### config.mk
export PLATFORM = sky130hd
export DESIGN_NAME = fixed_partition_fit_allocator_top
export DESIGN_NICKNAME = d
export VERILOG_FILES = /design/src/fpfa_pkg.sv /design/src/fixed_partition_fit_allocator_top.sv /design/src/fpfa_ctrl.sv /design/src/fpfa_dp.sv
export SDC_FILE = /design/constraint.sdc
export NUM_CORES = 1
export LEC_CHECK = 0
export BUFFER_PORTS_ARGS = -buffer_cell sky130_fd_sc_hd__buf_2
export CAP_MARGIN = 5
export CORE_ASPECT_RATIO = 0.75
export CORE_MARGIN = 5
export CORE_UTILIZATION = 47
export CTS_CLUSTER_DIAMETER = 150
export CTS_CLUSTER_SIZE = 40
export DETAILED_ROUTE_END_ITERATION = 8
export HOLD_SLACK_MARGIN = 0.05
export PLACE_DENSITY = 0.72
export SYNTH_ARGS = -nofsm -noshare
export SYNTH_HDL_FRONTEND = slang
export SYNTH_SLANG_ARGS = --single-unit
### constraint.sdc
create_clock -name clk -period 3.6 [get_ports clk]
set_input_delay 0.54 -clock clk [delete_from_list [all_inputs] [get_ports clk]]
set_output_delay 0.54 -clock clk [all_outputs]
set_load 0.02 [all_outputs]
### src/fpfa_pkg.sv
// Shared types and codes for the fixed-partition fit allocator.
`default_nettype none
package fpfa_pkg;

  localparam logic [1:0] POLICY_FIRST = 2'd0;
  localparam logic [1:0] POLICY_BEST  = 2'd1;
  localparam logic [1:0] POLICY_WORST = 2'd2;

  localparam logic CMD_LOAD    = 1'b0;
  localparam logic CMD_REQUEST = 1'b1;

  localparam int unsigned CMD_W   = 1;
  localparam int unsigned ENTRY_W = 4;
  localparam int unsigned REQ_W   = 16;
  localparam int unsigned OUT_W   = 4;

  typedef enum logic [2:0] {
    ST_IDLE,
    ST_LOAD,
    ST_SCAN,
    ST_DRAIN,
    ST_FINISH
  } state_t;

  typedef struct packed {
    logic accept;
    logic write_entry;
    logic scan_rd;
    logic finish;
  } ctl_t;

endpackage
`default_nettype wire

### src/fixed_partition_fit_allocator_top.sv
// Top level of the fixed-partition fit allocator.
//
// Usage:
//   Present in_cmd, in_entry_index and in_size_value with start high; the
//   transaction is taken at a rising edge where start is high and busy is low.
//   A load (in_cmd 0) writes one partition size and frees that partition.
//   A request (in_cmd 1) scans the table and grants a free loaded partition
//   of sufficient size according to the fit policy register.
//   cfg_wr_en with cfg_wr_data writes the fit policy (0 first, 1 best,
//   2 worst, 3 first); write it only while busy is low.
//   Each transaction yields one result: out_valid is high for one cycle with
//   out_granted and out_block_index. The receiver cannot stall the result.
// Sequencing:
//   out_valid rises after the ST_LOAD state for a load, and after the ST_SCAN,
//   ST_DRAIN and ST_FINISH states for a request; the scan reads one table entry
//   per cycle through the single registered read port of the size table and
//   one comparator. busy is low again in the cycle out_valid rises, so the
//   next transaction can be accepted in that cycle.
// Reset:
//   rst_n low clears the loaded and in-use marks and sets first fit.
`default_nettype none
module fixed_partition_fit_allocator_top
  import fpfa_pkg::*;
#(
  parameter int unsigned NUM_PARTS = 16,
  parameter int unsigned SIZE_BITS = 16
) (
  input  wire logic               clk,
  input  wire logic               rst_n,
  input  wire logic               start,
  output logic                    busy,
  input  wire logic [CMD_W-1:0]   in_cmd,
  input  wire logic [ENTRY_W-1:0] in_entry_index,
  input  wire logic [REQ_W-1:0]   in_size_value,
  input  wire logic               cfg_wr_en,
  input  wire logic [1:0]         cfg_wr_data,
  output logic                    out_valid,
  output logic                    out_granted,
  output logic [OUT_W-1:0]        out_block_index
);

  ctl_t ctl;
  logic scan_last;

  fpfa_ctrl u_ctrl (
    .clk       (clk),
    .rst_n     (rst_n),
    .start     (start),
    .in_cmd    (in_cmd),
    .scan_last (scan_last),
    .ctl       (ctl),
    .busy      (busy)
  );

  fpfa_dp #(
    .NUM_PARTS (NUM_PARTS),
    .SIZE_BITS (SIZE_BITS)
  ) u_dp (
    .clk             (clk),
    .rst_n           (rst_n),
    .ctl             (ctl),
    .in_entry_index  (in_entry_index),
    .in_size_value   (in_size_value),
    .cfg_wr_en       (cfg_wr_en),
    .cfg_wr_data     (cfg_wr_data),
    .scan_last       (scan_last),
    .out_valid       (out_valid),
    .out_granted     (out_granted),
    .out_block_index (out_block_index)
  );

  a_accept_busy: assert property (@(posedge clk) disable iff (!rst_n)
    start && !busy |=> busy)
    else $error("accepted transaction did not raise busy");

  a_result_after_work: assert property (@(posedge clk) disable iff (!rst_n)
    out_valid |-> $past(busy))
    else $error("result without preceding work");

  a_ungranted_zero: assert property (@(posedge clk) disable iff (!rst_n)
    out_valid && !out_granted |-> out_block_index == '0)
    else $error("ungranted result carries nonzero index");

  a_grant_in_table: assert property (@(posedge clk) disable iff (!rst_n)
    out_valid && out_granted |-> 32'(out_block_index) < NUM_PARTS)
    else $error("granted index beyond table");

endmodule
`default_nettype wire

### src/fpfa_ctrl.sv
// Controller state machine sequencing loads and partition scans.
`default_nettype none
module fpfa_ctrl
  import fpfa_pkg::*;
(
  input  wire logic             clk,
  input  wire logic             rst_n,
  input  wire logic             start,
  input  wire logic [CMD_W-1:0] in_cmd,
  input  wire logic             scan_last,
  output ctl_t                  ctl,
  output logic                  busy
);

  state_t state_r;
  state_t state_nxt;

  always_comb begin
    state_nxt = state_r;
    unique case (state_r)
      ST_IDLE: begin
        if (start) begin
          state_nxt = (in_cmd == CMD_LOAD) ? ST_LOAD : ST_SCAN;
        end
      end
      ST_LOAD: begin
        state_nxt = ST_IDLE;
      end
      ST_SCAN: begin
        if (scan_last) begin
          state_nxt = ST_DRAIN;
        end
      end
      ST_DRAIN: begin
        state_nxt = ST_FINISH;
      end
      ST_FINISH: begin
        state_nxt = ST_IDLE;
      end
      default: begin
        state_nxt = ST_IDLE;
      end
    endcase
  end

  always_comb begin
    ctl  = '0;
    busy = 1'b1;
    unique case (state_r)
      ST_IDLE: begin
        busy       = 1'b0;
        ctl.accept = start;
      end
      ST_LOAD: begin
        ctl.write_entry = 1'b1;
      end
      ST_SCAN: begin
        ctl.scan_rd = 1'b1;
      end
      ST_DRAIN: begin
        ctl = '0;
      end
      ST_FINISH: begin
        ctl.finish = 1'b1;
      end
      default: begin
        ctl = '0;
      end
    endcase
  end

  always_ff @(posedge clk) begin
    if (!rst_n) begin
      state_r <= ST_IDLE;
    end else begin
      state_r <= state_nxt;
    end
  end

endmodule
`default_nettype wire

### src/fpfa_dp.sv
// Datapath: partition table, scan comparator, policy register and result register.
`default_nettype none
module fpfa_dp
  import fpfa_pkg::*;
#(
  parameter int unsigned NUM_PARTS = 16,
  parameter int unsigned SIZE_BITS = 16
) (
  input  wire logic               clk,
  input  wire logic               rst_n,
  input  wire ctl_t               ctl,
  input  wire logic [ENTRY_W-1:0] in_entry_index,
  input  wire logic [REQ_W-1:0]   in_size_value,
  input  wire logic               cfg_wr_en,
  input  wire logic [1:0]         cfg_wr_data,
  output logic                    scan_last,
  output logic                    out_valid,
  output logic                    out_granted,
  output logic [OUT_W-1:0]        out_block_index
);

  localparam int unsigned IDX_W = (NUM_PARTS > 1) ? $clog2(NUM_PARTS) : 1;
  localparam int unsigned CMP_W = (SIZE_BITS > REQ_W) ? SIZE_BITS : REQ_W;

  logic [SIZE_BITS-1:0] size_mem [NUM_PARTS];

  logic [1:0]           fit_policy_r;
  logic [ENTRY_W-1:0]   entry_r;
  logic [REQ_W-1:0]     req_r;
  logic [NUM_PARTS-1:0] loaded_r,   loaded_nxt;
  logic [NUM_PARTS-1:0] in_use_r,   in_use_nxt;
  logic [IDX_W-1:0]     addr_r,     addr_nxt;
  logic                 cmp_valid_r;
  logic [IDX_W-1:0]     rd_idx_r;
  logic [SIZE_BITS-1:0] rd_size_r;
  logic                 found_r,    found_nxt;
  logic [IDX_W-1:0]     pick_r,     pick_nxt;
  logic [SIZE_BITS-1:0] pick_size_r, pick_size_nxt;
  logic                 out_valid_r, out_valid_nxt;
  logic                 out_granted_r, out_granted_nxt;
  logic [OUT_W-1:0]     out_index_r, out_index_nxt;

  logic entry_in_range;
  logic cand;

  assign entry_in_range = 32'(entry_r) < NUM_PARTS;
  assign scan_last      = addr_r == IDX_W'(NUM_PARTS - 1);
  assign cand           = cmp_valid_r && loaded_r[rd_idx_r] && !in_use_r[rd_idx_r]
                          && (CMP_W'(rd_size_r) >= CMP_W'(req_r));

  always_comb begin
    loaded_nxt      = loaded_r;
    in_use_nxt      = in_use_r;
    addr_nxt        = addr_r;
    found_nxt       = found_r;
    pick_nxt        = pick_r;
    pick_size_nxt   = pick_size_r;
    out_valid_nxt   = 1'b0;
    out_granted_nxt = 1'b0;
    out_index_nxt   = '0;

    if (ctl.accept) begin
      addr_nxt  = '0;
      found_nxt = 1'b0;
    end
    if (ctl.scan_rd) begin
      addr_nxt = addr_r + 1'b1;
    end

    if (cand) begin
      priority if (!found_r) begin
        found_nxt     = 1'b1;
        pick_nxt      = rd_idx_r;
        pick_size_nxt = rd_size_r;
      end else if (fit_policy_r == POLICY_BEST && rd_size_r < pick_size_r) begin
        pick_nxt      = rd_idx_r;
        pick_size_nxt = rd_size_r;
      end else if (fit_policy_r == POLICY_WORST && rd_size_r > pick_size_r) begin
        pick_nxt      = rd_idx_r;
        pick_size_nxt = rd_size_r;
      end else begin
        pick_nxt = pick_r;
      end
    end

    if (ctl.write_entry) begin
      out_valid_nxt = 1'b1;
      if (entry_in_range) begin
        loaded_nxt[IDX_W'(entry_r)] = 1'b1;
        in_use_nxt[IDX_W'(entry_r)] = 1'b0;
      end
    end

    if (ctl.finish) begin
      out_valid_nxt = 1'b1;
      if (found_r) begin
        in_use_nxt[pick_r] = 1'b1;
        out_granted_nxt    = 1'b1;
        out_index_nxt      = OUT_W'(pick_r);
      end
    end
  end

  always_ff @(posedge clk) begin
    if (ctl.write_entry && entry_in_range) begin
      size_mem[IDX_W'(entry_r)] <= SIZE_BITS'(req_r);
    end
  end

  always_ff @(posedge clk) begin
    if (ctl.scan_rd) begin
      rd_size_r <= size_mem[addr_r];
      rd_idx_r  <= addr_r;
    end
  end

  always_ff @(posedge clk) begin
    if (ctl.accept) begin
      entry_r <= in_entry_index;
      req_r   <= in_size_value;
    end
    addr_r        <= addr_nxt;
    pick_r        <= pick_nxt;
    pick_size_r   <= pick_size_nxt;
    out_granted_r <= out_granted_nxt;
    out_index_r   <= out_index_nxt;
  end

  always_ff @(posedge clk) begin
    if (!rst_n) begin
      fit_policy_r <= POLICY_FIRST;
      loaded_r     <= '0;
      in_use_r     <= '0;
      cmp_valid_r  <= 1'b0;
      found_r      <= 1'b0;
      out_valid_r  <= 1'b0;
    end else begin
      if (cfg_wr_en) begin
        fit_policy_r <= cfg_wr_data;
      end
      loaded_r    <= loaded_nxt;
      in_use_r    <= in_use_nxt;
      cmp_valid_r <= ctl.scan_rd;
      found_r     <= found_nxt;
      out_valid_r <= out_valid_nxt;
    end
  end

  assign out_valid       = out_valid_r;
  assign out_granted     = out_granted_r;
  assign out_block_index = out_index_r;

endmodule
`default_nettype wire
==> run summary <==
status: finished, final reports clean
maximum clock path buffer count: 3
Synthesis Warnings: 0
Net count, final: 865
Max Clk Rate: 0.364 GHz
total die area: 34200 um^2
final routed DRC violation total: 0
post-route cell area: 15500 um^2
Layout Skew: 0.0597 ns
Core Region: 30100 um^2
MaxCap Viol Count: 0
Worst path slowest cell: edfxtp_1
Post-CTS Hold Buffers: 0
synth unique cells: 51
final wirelength: 28.3 mm
largest net degree at the start of global routing: 54
DR vias: 6933
FF+latch count, synth: 365
mapped cell area: 14400 um^2
Worst-Skew Late Latency: 0.51 ns
CP Class: register to register
worst path bufs/invs: 2
Gates resized, CTS repair: 0
Leak: 5.08 nW
Post-CTS Repair Setup Buffers: 0
Final Non-Filler Cells: 1207
post-synthesis sequential area ratio: 0.732
Tightest Pin Transition: 0.941 ns
Die Ht: 161 um
EDFF count, synth: 320
RePlAce Congestion: 0.802
Max transition margin: 0.372
ranking of synthesized cells by area: edfxtp_1 67%, mux4_2 12%, dfxtp_1 6.3%
diodes inserted: 0
Sink Count: 365
Pint: 5.63 mW
share of layout cells above drive strength 1: 0.213
fin util: 0.515
Comb power frac: 0.073
DP Area: 15100 um^2
Detailed Place HPWL: 17.1 mm
pwr dens: 461 nW/um^2
final hold slack: 0.190 ns
Slew Limit Fails: 0
pre-CTS WS: 0.916 ns
DR iter-0 viols: 609
Final Hold Vio Count: 0
CTS HTree Levels: 1
Pre-antenna DRT Iters: 5
Layout area overhead: 8.15%
die width: 212 um
Initial Util: 0.476
Psw: 1.52 mW
Num CTS Buffers: 13
Via-to-Cell Ratio: 5.74
RSZ-0062 raised after global routing: no
fin crit period: 2.75 ns
crit-path leading delay family: flip-flops
area leader, netlist: edfxtp_1
worst min-delay path class: primary input to register
FP Rows: 55
ys flop type: edfxtp_1
critical path startpoint category: register
cell with the most instances after synthesis: edfxtp_1
TritonCTS clock tree: done
GRT Total Usage: 0.165
io pins: 34
cells after synthesis: 757
Peak VDD IR: 0.470 mV
syn_area_per_cell: 19.0 um^2
Synth top area share: 0.670
number of buffers added on ports: 33
CP endpoint kind: register
Total Neg Setup Slack: 0 ns
endpoints failing setup: 0
Clk network pwr share: 0.261
crit-path cells: inv_1 -> ha_1 -> and4_1 -> nor4b_1 -> o31ai_1 -> o211ai_1 -> nand2_1 -> a31oi_2 -> buf_4
Sw Share: 0.213
Routed Antenna Nets: 0
FFs w/ async S/R, synth: 0
Crit Path Max Fanout: 17
fin crit share: 0.764
worst setup margin: 0.851 ns
placed cells: 1189
Worst EP required: 3.81 ns
CTS root buf: clkbuf_16
Syn Nets: 817
top cells by instance count after synthesis: 320 x edfxtp_1, 78 x mux4_2, 45 x dfxtp_1
Arr. time, crit path: 2.96 ns
Worst-path clk slew: 0.14 ns
first-pass GRT wire length: 42.9 mm
initial antenna violation count: 0
total power: 7.16 mW
Reg power frac: 0.666
average wire per standard cell: 23.4 um
vias in the first global route: 6865
grt ovf: 0
CP max stage delay: 0.68 ns
-- cells by family (layout without fill, tap and decap cells) --
logic type	Yosys count	after routing	synth area share
flops	365	365	0.732
simple gates	133	133	0.0533
compound gates	76	76	0.0337
mux	83	83	0.129
fa+ha+maj	33	33	0.0288
xor+xnor	3	3	0.00183
buf+inv	64	115	0.0208
-- layer usage --
metal / vias to the layer above / GRT usage / share of wire
met5: - / 0 / 0
met4: 0 / 0.0272 / 0.014
met3: 26 / 0.0181 / 0.045
met2: 186 / 0.266 / 0.48
met1: 3640 / 0.252 / 0.46
li1: 3081 / - / -
-- power by group through the flow --
stage | clock [mW] | sequential (mW) | combinational, mW
floorplan | 0 | 4.82 | 0.394
global placement | 0 | 4.86 | 0.517
detailed placement | 0 | 4.87 | 0.527
finish | 1.87 | 4.77 | 0.520
CTS | 1.91 | 4.77 | 0.529
global route | 2.07 | 4.78 | 0.566
-- state kept, by name, summed over array words and instances, names as in the netlist, 2 cells and up --
name and count:
u_dp.entry_r 4, u_dp.fit_policy_r 2, u_dp.in_use_r 16, u_dp.out_block_index 4, u_dp.loaded_r 16, u_dp.size_mem 256, u_dp.pick_r 4, u_dp.req_r 16
u_ctrl.state_r 3, u_dp.pick_size_r 16, u_dp.rd_idx_r 4, u_dp.addr_r 4, u_dp.rd_size_r 16
-- final cells by class --
| type | count | area [um^2] |
|---|---|---|
| repair buffers | 62 | 408 |
| multi-input cells | 328 | 3600 |
| clock inverters | 1 | 30.0 |
| flip-flops and latches | 365 | 10500 |
| well taps | 399 | 499 |
| clock buffers | 17 | 340 |
| fillers | 2400 | 14600 |
| inverters | 35 | 131 |
-- worst reg2reg max path, delay by kind of cell (launching register included) --
family | cells | cell delay [ns]
compound gates | 3 | 0.49
fa+ha+maj | 1 | 0.32
buf+inv | 2 | 0.40
flops | 1 | 0.68
simple gates | 3 | 0.57
-- worst paths after layout --
kind,endpoint,from,slack (ns),cells past startpoint
worst min-delay path,u_dp.entry_r[1],in_entry_index[1],0.19,1
worst max-delay path,u_dp.pick_size_r[1],u_dp.req_r[9],0.85,9
worst min register to register,u_dp.loaded_r[1],u_dp.loaded_r[1],0.48,1
worst max register to register,u_dp.pick_size_r[1],u_dp.req_r[9],0.85,9
-- placed cells by master, fill, tap and decap left out, types with 11 or more instances in the layout --
cell / instances
ha_1: 33
buf_4: 27
nand2b_1: 12
dfxtp_1: 45
nand2_1: 30
o21a_1: 16
nor2_2: 11
a21boi_1: 14
nor2_1: 12
inv_1: 35
mux4_2: 78
buf_2: 33
edfxtp_1: 320
clkbuf_16: 13
a21oi_1: 17
No activity file was read; power rests on OpenSTA's default activity.
